File: config.mk
export PLATFORM = sky130hd
export DESIGN_NAME = rbsor_ctrl
export DESIGN_NICKNAME = d
export VERILOG_FILES = /design/src/rtl/rbsor_pkg.sv /design/src/rtl/rbsor_ctrl.sv
export SDC_FILE = /design/constraint.sdc
export NUM_CORES = 1
export LEC_CHECK = 0
export BUFFER_PORTS_ARGS = -buffer_cell sky130_fd_sc_hd__clkbuf_2
export CAP_MARGIN = 20
export CORE_MARGIN = 10
export CORE_UTILIZATION = 50
export CTS_CLUSTER_DIAMETER = 150
export DETAILED_ROUTE_END_ITERATION = 12
export PLACE_DENSITY = 0.73
export SYNTH_ARGS = -nofsm -noshare
export SYNTH_HDL_FRONTEND = slang
export SYNTH_SLANG_ARGS = --single-unit
File: constraint.sdc
create_clock -name clk -period 2.1 [get_ports clk]
set_input_delay 0.105 -clock clk [delete_from_list [all_inputs] [get_ports clk]]
set_output_delay 0.105 -clock clk [all_outputs]
set_load 0.005 [all_outputs]
File: src/rtl/rbsor_pkg.sv
// Shared types and constants for the red-black SOR Poisson solver.
`timescale 1ns / 1ps

package rbsor_pkg;

	typedef enum logic [1:0] {
		ACT_LOAD  = 2'd0,
		ACT_SOLVE = 2'd1,
		ACT_READ  = 2'd2,
		ACT_NONE  = 2'd3
	} action_t;

	localparam logic [1:0] REG_RELAX     = 2'd0;
	localparam logic [1:0] REG_SPACING   = 2'd1;
	localparam logic [1:0] REG_THRESHOLD = 2'd2;
	localparam logic [1:0] REG_MAX_SWEEP = 2'd3;

	localparam logic [16:0] RELAX_RESET   = 17'd120000;
	localparam logic [15:0] SPACING_RESET = 16'd164;
	localparam logic [31:0] THRESH_RESET  = 32'd17180;
	localparam logic [13:0] SWEEP_CAP     = 14'd10000;

	typedef enum logic [3:0] {
		ST_CLEAR,
		ST_IDLE,
		ST_SCAN,
		ST_CHK,
		ST_GN,
		ST_GS,
		ST_GE,
		ST_GW,
		ST_WAIT,
		ST_WB,
		ST_PEND,
		ST_PCHK
	} state_t;

	typedef enum logic [1:0] {
		G_NONE,
		G_CENTER,
		G_FIRST,
		G_ADD
	} gather_t;

	typedef struct packed {
		gather_t gop;
		logic    ld_we;
		logic    host_rd;
		logic    clr_we;
		logic    rss_clr;
		logic    wb;
	} dp_cmd_t;

	typedef struct packed {
		logic act;
		logic below;
	} dp_stat_t;

endpackage

File: src/rtl/rbsor_ctrl.sv
// Controller: host word decode, clearing pass, sweep sequencing and results.
`timescale 1ns / 1ps

module rbsor_ctrl #(
	parameter int ROWS = 64,
	parameter int COLS = 64,
	localparam int AW = $clog2(ROWS * COLS),
	localparam int RW = $clog2(ROWS),
	localparam int CW = $clog2(COLS)
) (
	input  logic                clk,
	input  logic                arst_n,
	input  logic                start,
	input  logic [1:0]          action,
	input  logic [13:0]         max_sweeps,
	input  rbsor_pkg::dp_stat_t stat,
	output rbsor_pkg::dp_cmd_t  cmd,
	output logic [AW-1:0]       addr,
	output logic                busy,
	output logic                done,
	output logic [13:0]         sweeps_done,
	output logic                converged
);

	localparam logic [AW-1:0] LAST_CELL = AW'(ROWS * COLS - 1);
	localparam logic [RW-1:0] LAST_ROW  = RW'(ROWS - 2);
	localparam logic [CW-1:0] LAST_COL  = CW'(COLS - 2);

	rbsor_pkg::state_t state_q, state_d;
	logic [RW-1:0] i_q, i_d;
	logic [CW-1:0] j_q, j_d;
	logic          par_q, par_d;
	logic [13:0]   cnt_q, cnt_d;
	logic [13:0]   lim_q, lim_d;
	logic [2:0]    wait_q, wait_d;
	logic [AW-1:0] clr_q, clr_d;
	logic          done_q, done_d;
	logic [13:0]   sweeps_q, sweeps_d;
	logic          conv_q, conv_d;

	logic          accept;
	logic [13:0]   lim_new;
	logic [AW-1:0] k;
	logic          j_last;
	logic          half_end;

	assign accept   = start && (state_q == rbsor_pkg::ST_IDLE);
	assign lim_new  = (max_sweeps > rbsor_pkg::SWEEP_CAP) ? rbsor_pkg::SWEEP_CAP : max_sweeps;
	assign k        = AW'(32'(i_q) * COLS + 32'(j_q));
	assign j_last   = (j_q == LAST_COL);
	assign half_end = j_last && (i_q == LAST_ROW);

	always_ff @(posedge clk or negedge arst_n) begin
		if (!arst_n) begin
			state_q  <= rbsor_pkg::ST_CLEAR;
			i_q      <= '0;
			j_q      <= '0;
			par_q    <= 1'b0;
			cnt_q    <= '0;
			lim_q    <= '0;
			wait_q   <= '0;
			clr_q    <= '0;
			done_q   <= 1'b0;
			sweeps_q <= '0;
			conv_q   <= 1'b0;
		end else begin
			state_q  <= state_d;
			i_q      <= i_d;
			j_q      <= j_d;
			par_q    <= par_d;
			cnt_q    <= cnt_d;
			lim_q    <= lim_d;
			wait_q   <= wait_d;
			clr_q    <= clr_d;
			done_q   <= done_d;
			sweeps_q <= sweeps_d;
			conv_q   <= conv_d;
		end
	end

	always_comb begin
		state_d  = state_q;
		i_d      = i_q;
		j_d      = j_q;
		par_d    = par_q;
		cnt_d    = cnt_q;
		lim_d    = lim_q;
		wait_d   = wait_q;
		clr_d    = clr_q;
		done_d   = 1'b0;
		sweeps_d = '0;
		conv_d   = 1'b0;
		cmd      = '{gop: rbsor_pkg::G_NONE, default: 1'b0};
		addr     = k;
		case (state_q)
			rbsor_pkg::ST_CLEAR: begin
				addr       = clr_q;
				cmd.clr_we = 1'b1;
				clr_d      = clr_q + 1'b1;
				if (clr_q == LAST_CELL) begin
					state_d = rbsor_pkg::ST_IDLE;
				end
			end
			rbsor_pkg::ST_IDLE: begin
				if (accept) begin
					case (rbsor_pkg::action_t'(action))
						rbsor_pkg::ACT_LOAD: begin
							cmd.ld_we = 1'b1;
							done_d    = 1'b1;
						end
						rbsor_pkg::ACT_READ: begin
							cmd.host_rd = 1'b1;
							done_d      = 1'b1;
						end
						rbsor_pkg::ACT_SOLVE: begin
							cnt_d       = '0;
							lim_d       = lim_new;
							cmd.rss_clr = 1'b1;
							if (lim_new == 14'd0) begin
								done_d = 1'b1;
							end else begin
								i_d     = RW'(1);
								j_d     = CW'(1);
								par_d   = 1'b0;
								state_d = rbsor_pkg::ST_SCAN;
							end
						end
						default: begin
							done_d = 1'b1;
						end
					endcase
				end
			end
			rbsor_pkg::ST_SCAN: begin
				if ((i_q[0] ^ j_q[0]) != par_q) begin
					state_d = rbsor_pkg::ST_WB;
				end else begin
					state_d = rbsor_pkg::ST_CHK;
				end
			end
			rbsor_pkg::ST_CHK: begin
				cmd.gop = rbsor_pkg::G_CENTER;
				addr    = k - AW'(COLS);
				state_d = stat.act ? rbsor_pkg::ST_GN : rbsor_pkg::ST_WB;
			end
			rbsor_pkg::ST_GN: begin
				cmd.gop = rbsor_pkg::G_FIRST;
				addr    = k + AW'(COLS);
				state_d = rbsor_pkg::ST_GS;
			end
			rbsor_pkg::ST_GS: begin
				cmd.gop = rbsor_pkg::G_ADD;
				addr    = k + AW'(1);
				state_d = rbsor_pkg::ST_GE;
			end
			rbsor_pkg::ST_GE: begin
				cmd.gop = rbsor_pkg::G_ADD;
				addr    = k - AW'(1);
				state_d = rbsor_pkg::ST_GW;
			end
			rbsor_pkg::ST_GW: begin
				cmd.gop = rbsor_pkg::G_ADD;
				wait_d  = '0;
				state_d = rbsor_pkg::ST_WAIT;
			end
			rbsor_pkg::ST_WAIT: begin
				wait_d = wait_q + 1'b1;
				if (wait_q == 3'd4) begin
					state_d = rbsor_pkg::ST_WB;
				end
			end
			rbsor_pkg::ST_WB: begin
				// Skipped cells also pass through here to advance, without writing.
				cmd.wb = (wait_q == 3'd5);
				wait_d = '0;
				if (!half_end) begin
					j_d     = j_last ? CW'(1) : j_q + 1'b1;
					i_d     = j_last ? i_q + 1'b1 : i_q;
					state_d = rbsor_pkg::ST_SCAN;
				end else if (!par_q) begin
					par_d   = 1'b1;
					i_d     = RW'(1);
					j_d     = CW'(1);
					state_d = rbsor_pkg::ST_SCAN;
				end else begin
					state_d = rbsor_pkg::ST_PEND;
				end
			end
			rbsor_pkg::ST_PEND: begin
				cnt_d   = cnt_q + 1'b1;
				state_d = rbsor_pkg::ST_PCHK;
			end
			rbsor_pkg::ST_PCHK: begin
				if (stat.below || (cnt_q == lim_q)) begin
					done_d   = 1'b1;
					sweeps_d = cnt_q;
					conv_d   = stat.below;
					state_d  = rbsor_pkg::ST_IDLE;
				end else begin
					cmd.rss_clr = 1'b1;
					i_d         = RW'(1);
					j_d         = CW'(1);
					par_d       = 1'b0;
					state_d     = rbsor_pkg::ST_SCAN;
				end
			end
			default: begin
				state_d = rbsor_pkg::ST_IDLE;
			end
		endcase
	end

	assign busy        = (state_q != rbsor_pkg::ST_IDLE);
	assign done        = done_q;
	assign sweeps_done = sweeps_q;
	assign converged   = conv_q;

endmodule

==> results summary, run 1 <==
The worst IR drop on VDD came out at 744.3 uV. The number of DRC violations after detailed routing is 0. The floorplan row count is 34. The average footprint of a synthesized cell came out at 8.840 um^2.

Of the cells placed in the final design, the portion with a size suffix greater than 1 is 35.92%. The quantity of I/O buffers inserted on ports came out at 56. The async set-or-reset flop fraction in the synthesized netlist came out at 100.0%. The maximum fanout along the worst path came out at 3. Setup repair after global routing could not meet its margin everywhere.

The count of state elements after synthesis is 76. The overall power after layout is 8.477 mW. Global routing used 20.80% of the available tracks across all layers. The tightest slew margin relative to the limit is 35.97%. The tree is rooted in a sky130_fd_sc_hd__clkbuf_8. In the post-synthesis netlist, the cell with the most instances is sky130_fd_sc_hd__dfrtp_1. For this design the ratio of total power to cell area is 1316 nW/um^2. Detailed placement finished with a half-perimeter wire length of 9741 um. After detailed routing, the average wire length per cell comes to 18.99 um.

The critical setup path kind is flip-flop to output pin. The routed via count divided by cell count is 6.040. The worst path buffer plus inverter count came out at 2. The flip-flop cell with the highest count after synthesis is sky130_fd_sc_hd__dfrtp_1.

The checks that failed: setup timing. The flow ran to the end, but the final reports show violations. The final critical path time including I/O delays and setup came out at 2.601 ns.

The area growth from synthesis to layout is 39.61%. The top cell type by total area after synthesis is sky130_fd_sc_hd__dfrtp_1. Of the available clock period, the critical path in the final layout requires 123.9%. The repair_antennas step left the layout with diodes totalling 0. For this block, the via count after detailed routing is 4705. The number of max-slew violations in the final report was 0.

Walking the worst path, the cells encountered are nand4bb_4, xnor2_2, ha_4, buf_6, or3_4, o31ai_4, nand2_1, o211ai_1, buf_2. The clock net sink count is 76. The via count of the first global-routing pass came to 4411. The area of the die came out at 13470 um^2.

The number of max-capacitance violations reported is 0. The initial standard-cell utilization of the core came out at 52.15%. The slowest cell on the critical path is sky130_fd_sc_hd__dfrtp_1. TritonCTS built the clock tree.

The wire length of the first global-routing pass is 22560 um. The maximum number of pins on one net before global-route repair came out at 77. In the synthesized netlist, the number of instances is 522. The number of fill cells is 632. The worst setup slack after layout is -0.5014 ns. Counting flops with a built-in enable in the synthesized netlist gives 0. The initial antenna violation count is 0. The number of nets in the synthesized netlist came out at 554. The sequential area share after synthesis came out at 41.21%. In this run the count of I/O pins placed on the die edge is 57. The number of different library cells in the post-synthesis netlist is 63.

The first-pass iteration count of the detailed router is 5. The leakage power of the design is 2.914 nW. STA classifies the critical path startpoint as a flip-flop. The number of nets at the end of the flow came out at 698. The height of the chip came out at 116.1 um. The arrival time of the worst setup path is 2.50 ns. The largest incremental delay on the critical path is 0.41 ns.

The number of hold violations in the final report is 0. The final wirelength is 14800 um. The number of warnings issued by yosys came out at 0. The final number of setup-violating endpoints came out at 49. The buffer depth of the longest clock path is 2. Routability-driven placement finished with a final weighted congestion of 1.012.

The H-tree generated during clock tree synthesis spans 3 levels. The combined area of all synthesized cells is 4614 um^2. Summed over its instances, the top area cell type makes up 41.21% of the synthesized netlist area. The clock network latency to the later pin of the worst-skew pair is 0.36 ns. Broken down by cell family, the worst path's largest delay share belongs to simple AND/OR/NAND/NOR gates. The setup skew after layout came out at 0.01295 ns. For the pin with the worst max-slew slack, the measured transition is 0.9605 ns. The core region is 8848 um^2.

The CTS clock-pin slew for the worst setup and hold paths is 0.08 ns. Ranked by total cell area, the synthesized netlist is headed by sky130_fd_sc_hd__dfrtp_1 (41%), sky130_fd_sc_hd__xnor2_1 (5.7%), sky130_fd_sc_hd__nor2_1 (4.6%), sky130_fd_sc_hd__nand2_1 (3.7%), sky130_fd_sc_hd__a21oi_1 (3.5%). Derived from the worst setup path, the maximum achievable clock frequency is 384.4 MHz. At the end of the flow the core is filled with cells to 72.81%. The min-delay analysis places its worst path in the category input port to flip-flop. The required time of the worst setup path came out at 2.00 ns. The die span in x is 116.1 um. Counting instances in the post-synthesis netlist gives the leading cell types as sky130_fd_sc_hd__dfrtp_1 (76), sky130_fd_sc_hd__nor2_1 (56), sky130_fd_sc_hd__nand2_1 (45). The CTS buffer count is 9. For this block, the initial DRC count from the detailed router was 400. The total overflow reported by the global router came out at 0. The number of nets with antenna violations after routing is 0.

The worst setup path is captured at an output pin.
[flip-flops by register name (all words and copies together) (netlist names)]
name and flops:
par_q 1, wait_q 3, converged 1, clr_q 12, j_q 6, state_q 4, lim_q 14, done 1
cnt_q 14, i_q 6, sweeps_done 14
[routing by layer]
layer	GRT usage (%)	wire length, um
met5	0	0
met2	31.36	6759
met3	4.910	1235
met4	6.589	325
met1	28.85	6475
[cells by family (layout without fill, tap and decap cells)]
group | Yosys count | count (layout) | synth area share, %
and+or+nand+nor | 219 | 219 | 24.21
AOI/OAI and AO/OA | 118 | 119 | 17.00
DFF | 76 | 76 | 41.21
buffers and inverters | 50 | 198 | 5.152
xor gates and xnor gates | 41 | 41 | 7.782
adders and majority gates | 11 | 11 | 2.983
muxes | 7 | 7 | 1.654
[report_power, final]
part	internal (mW)	total (mW)	switching (mW)
logic	2.29	4.77	2.48
clock network	0.792	1.38	0.583
registers	1.87	2.33	0.458
[cell type report]
type                    instances  area (um^2)  area share, %
inverters                      19        71.32          1.107
clock inverters                 6        112.6          1.748
clock buffers                  10        127.6          1.981
repair buffers                163         1204          18.68
multi-input cells             397         2887          44.80
well taps                     108        135.1          2.098
flip-flops and latches         76         1906          29.58
[worst reg2reg max path, stage by stage, from the launching register on]
cell and delay, ns:
sky130_fd_sc_hd__dfrtp_1 0.41, sky130_fd_sc_hd__buf_4 0.15, sky130_fd_sc_hd__buf_6 0.12, sky130_fd_sc_hd__buf_4 0.15
sky130_fd_sc_hd__nor4b_4 0.25, sky130_fd_sc_hd__buf_4 0.18, sky130_fd_sc_hd__and3_4 0.24, sky130_fd_sc_hd__o2111ai_4 0.16
sky130_fd_sc_hd__or3_1 0.39, sky130_fd_sc_hd__a21oi_2 0.16
[repair_timing]
| action | CTS | global route |
|---|---|---|
| hold buffers | 12 | 0 |
| resized for setup | 25 | 80 |
| endpoints found under the setup margin | 19 | 38 |
| hold endpoints to repair | 87 | 0 |
| setup buffers | 10 | 12 |
| gates cloned | 1 | 1 |
| pin swaps | 6 | 18 |
[worst paths after layout]
check / from / to / slack (ns) / cells after the start
worst max-delay path: state_q[3]$_DFFE_PN0P_ / addr[4] / -0.50 / 9
worst min-delay path: max_sweeps[7] / lim_q[7]$_DFFE_PN0P_ / 0.007 / 2
worst max register to register: state_q[3]$_DFFE_PN0P_ / cnt_q[11]$_DFFE_PN0P_ / -0.16 / 9
worst min register to register: clr_q[5]$_DFFE_PN0P_ / clr_q[5]$_DFFE_PN0P_ / 0.49 / 1
max in group asynchronous: arst_n / state_q[1]$_DFFE_PN0P_ / 0.99 / 2
min in group asynchronous: arst_n / lim_q[3]$_DFFE_PN0P_ / 0.41 / 2
[placed cells by master (no fill, tap or decap), types with 18 or more instances in the layout]
master | synthesis | layout
sky130_fd_sc_hd__clkbuf_2 | 1 | 43
sky130_fd_sc_hd__nand3_1 | 26 | 23
sky130_fd_sc_hd__buf_4 | 1 | 80
sky130_fd_sc_hd__a21oi_1 | 32 | 29
sky130_fd_sc_hd__xnor2_1 | 30 | 28
sky130_fd_sc_hd__nor2_1 | 56 | 48
sky130_fd_sc_hd__dfrtp_1 | 76 | 73
sky130_fd_sc_hd__inv_1 | 19 | 18
sky130_fd_sc_hd__nand2_1 | 45 | 41
[stage by stage]
step                      hold WS, ns  setup WS (ns)  std cells  setup TNS, ns  instance area (um^2)
after floorplan               -0.1906       -0.05700        522       -0.09656                  4677
after global placement         0.3086        -0.1026        729        -0.1192                  5465
after detailed placement       0.3228        -0.1331        729        -0.2042                  5465
after CTS                    0.006121        -0.4845        767         -3.688                  6030
after global routing        -0.004894        -0.5512        779         -7.961                  6442
final                        0.006844        -0.5014        779         -5.544                  6442
(Power assumes the default switching activity.)
==> run 2: changes to the inputs <==
- ABC_AREA: not set -> 1
==> results summary, run 2 <==
The run finished, with violations left. The final reports fail on setup timing. The timing-limited maximum frequency came out at 431.3 MHz (+12%). The CTS clock-pin slew for the worst setup and hold paths was 0.09 ns (about the same). The area growth from synthesis to layout came out at 29.35%.

The final instance area is 6457 um^2 (+0.23%). The final number of setup-violating endpoints is 9 (-82%). The aggregate global-route resource usage came out at 19.55% (-1.2 points). The routed via count divided by cell count is 5.276 (-13%). The arrival time of the worst setup path is 2.21 ns (-0.29 ns).

The post-route fraction of the period consumed by the critical path is 110.4% (-13 points). The number of max-capacitance violations reported came to 0 (unchanged). The number of nets at the end of the flow is 849 (+22%).

The wire length of the first global-routing pass is 23570 um (+4.5%). The initial antenna violation count came out at 0 (unchanged). The number of nets in the synthesized netlist came out at 732 (+32%).

The final critical path time including I/O delays and setup was 2.319 ns (-0.2829 ns). The area of the die is 14380 um^2 (+6.8%). The quantity of I/O buffers inserted on ports came out at 56 (unchanged).

In the post-synthesis netlist, the biggest area contributors are sky130_fd_sc_hd__dfrtp_1 (38%), sky130_fd_sc_hd__nand2_1 (12%), sky130_fd_sc_hd__inv_1 (7.8%), sky130_fd_sc_hd__nor2_1 (6.9%), sky130_fd_sc_hd__nand3_1 (4.1%). The top cell types in the final layout, fill and taps aside, are sky130_fd_sc_hd__nand2_1 (146), sky130_fd_sc_hd__inv_1 (92), sky130_fd_sc_hd__nor2_1 (83). The setup TNS is -1.438 ns (+4.105 ns). The number of DRC markers in iteration 0 is 281 (-30%). The total half-perimeter wirelength after legalization and detailed placement is 10710 um (+9.9%). The initial standard-cell utilization of the core is 51.31% (-0.84 points). The sequential area share after synthesis came out at 38.10% (-3.1 points). The worst IR drop on VDD was 671.0 uV (-9.8%). The buffer depth of the longest clock path came out at 2 (unchanged). The total via count after detailed routing is 5039 (+7.1%).

The most frequent standard cell in the layout excluding fill and tap cells is sky130_fd_sc_hd__nand2_1. The number of hold violations in the final report came out at 0 (unchanged). The CTS buffer count is 9 (unchanged). TritonCTS built the clock tree. The worst setup path is launched from a flip-flop.

Sorting the synthesized cells by how often they occur yields sky130_fd_sc_hd__nand2_1 (166), sky130_fd_sc_hd__inv_1 (104), sky130_fd_sc_hd__nor2_1 (92). In the post-synthesis netlist, the cell with the most instances is sky130_fd_sc_hd__nand2_1. The area taken by flip-flops and latches is 1909 um^2 (+0.20%). The cell count of the worst reg-to-reg path came to 12 (+3).

The power per cell area came to 1035 nW/um^2 (-21%). The setup skew after layout was 0.005777 ns (-0.007175 ns). The total overflow reported by the global router came to 0 (unchanged). The number of DRC violations after detailed routing came out at 0 (unchanged). The via count of the first global-routing pass was 4856 (+10%).

The overall power after layout was 6.680 mW (-21%). The transition at the pin with the smallest max-transition slack came out at 0.5865 ns (-0.3740 ns). The worst setup path is of the flip-flop to output pin kind. The most used flip-flop cell after synthesis is sky130_fd_sc_hd__dfrtp_1. The final wirelength came out at 14540 um (-1.7%). CTS placed an instance of sky130_fd_sc_hd__clkbuf_8 at the clock tree root.

The worst setup slack before clock tree synthesis was 0.003836 ns (+0.1370 ns). The maximum fanout along the worst path is 9 (+6). The height of the chip is 119.9 um (+3.3%). The clock net sink count is 76 (unchanged). The fraction of final layout cells sized beyond drive strength 1 is 29.56% (-6.4 points). The number of nets with antenna violations after routing came out at 0 (unchanged). The number of max-slew violations in the final report is 0 (unchanged). In this run the worst hold path is classified as input port to flip-flop.

The final hold slack is 0.003837 ns (-0.003007 ns). sky130_fd_sc_hd__dfrtp_1 takes more of the synthesized area than any other cell. The async set-or-reset flop fraction in the synthesized netlist came out at 100.0% (unchanged). The placed standard-cell area came out at 5598 um^2 (+2.4%). The leakage power of the design is 3.208 nW (+10%). STA classifies the critical path endpoint as an output pin.

The required time of the worst setup path came to 2.00 ns (about the same). The tightest slew margin relative to the limit came out at 60.75% (+25 points). The maximum number of pins on one net before global-route repair came out at 44 (-43%). The cell count after synthesis is 700 (+34%). The number of fill cells came out at 882 (+40%). The count of antenna diodes in the layout came to 0 (unchanged).

The average footprint of a synthesized cell is 7.132 um^2 (-19%). The count of state elements after synthesis came out at 76 (unchanged). The die span in x came out at 119.9 um (+3.3%). The number of H-tree branching levels is 3 (unchanged). Setup repair after global routing could not meet its margin everywhere. The worst hold path cell count is 2 (unchanged). The detail-routed net length per standard cell came out at 15.23 um (-20%). The area of the multi-input gates came out at 2928 um^2 (+1.4%). The count of flip-flops with a built-in enable after synthesis is 0 (unchanged).

The core outline area is 9729 um^2 (+10%). The share of the synthesized area in the top cell type came to 38.10% (-3.1 points). The number of different library cells in the post-synthesis netlist is 45 (-29%). The clock network latency to the later pin of the worst-skew pair came out at 0.35 ns (about the same). The worst setup slack after layout is -0.2185 ns (+0.2829 ns). The final estimated routing congestion in global placement was 0.9091 (-10%).

The number of warnings issued by yosys is 0 (unchanged). The I/O pin total came out at 57 (unchanged). The combined area of all synthesized cells came to 4992 um^2 (+8.2%). The floorplan row count came to 36 (+5.9%). The first-pass iteration count of the detailed router came out at 5 (unchanged).
## run 2: worst paths after layout
check,start,endpoint,slack (ns)
worst max-delay path,state_q[1]$_DFFE_PN0P_,addr[9],-0.22
worst min-delay path,max_sweeps[1],lim_q[1]$_DFFE_PN0P_,0.004
worst max register to register,state_q[3]$_DFFE_PN0P_,cnt_q[11]$_DFFE_PN0P_,0.11
worst min register to register,clr_q[10]$_DFFE_PN0P_,clr_q[10]$_DFFE_PN0P_,0.48
max in group asynchronous,arst_n,state_q[0]$_DFFE_PN0P_,1.21
min in group asynchronous,arst_n,sweeps_done[12]$_DFF_PN0_,0.29
## run 2: worst max-delay path, stage by stage (launching register included)
cell,delay (ns)
sky130_fd_sc_hd__dfrtp_1,0.42
sky130_fd_sc_hd__inv_2,0.06
sky130_fd_sc_hd__nor2_4,0.14
sky130_fd_sc_hd__nand2_4,0.10
sky130_fd_sc_hd__buf_12,0.15
sky130_fd_sc_hd__nand2_1,0.06
sky130_fd_sc_hd__nand2_2,0.09
sky130_fd_sc_hd__nor2_1,0.11
sky130_fd_sc_hd__nand2_1,0.07
sky130_fd_sc_hd__nor2_1,0.11
sky130_fd_sc_hd__nor2_1,0.07
sky130_fd_sc_hd__nand3_1,0.09
sky130_fd_sc_hd__nand3_2,0.11
sky130_fd_sc_hd__a21oi_2,0.16
sky130_fd_sc_hd__buf_2,0.13
## run 2: power breakdown
part / total (mW) / switching, mW / internal (mW)
clock: 1.27 / 0.596 / 0.678
sequential: 2.16 / 0.352 / 1.81
combinational: 3.25 / 1.95 / 1.29
total: 6.68 / 2.90 / 3.78
## run 2: kinds of logic after synthesis
kind of cell               share of synthesized area (%)
DFF                                                38.10
and+or+nand+nor                                    34.09
AOI/OAI and AO/OA                                  10.55
adders and majority gates                          2.757
buffers and inverters                              9.774
xor gates and xnor gates                           4.737
## run 2: routing by layer
layer | up-vias | GRT usage, % | share of wire [%]
met4 | 0 | 5.958 | 1.4
li1 | 2486 | - | -
met1 | 2400 | 26.81 | 47
met5 | - | 0 | 0
met2 | 137 | 30.85 | 47
met3 | 16 | 3.329 | 5.4
## run 2: area by class of cell
type,instances,area share [%]
repair buffers,117,12.42
clock buffers,9,1.918
well taps,133,2.577
flip-flops and latches,76,29.57
clock inverters,7,1.550
multi-input cells,500,45.34
inverters,113,6.627
## run 2: what timing repair did
item                       in CTS  in global routing
pin swaps                      17                 29
gates resized for setup        42                 69
cloned                          1                  0
setup endpoints to repair      23                 41
buffers inserted               18                 13
hold buffers                    5                  0
hold endpoints to repair       46                  0
## run 2: metrics by stage
stage	utilization (%)	cells
finish	66.37	955
global route	66.37	955
CTS	63.12	943
detailed placement	57.54	903
global placement	57.54	903
floorplan	-	700
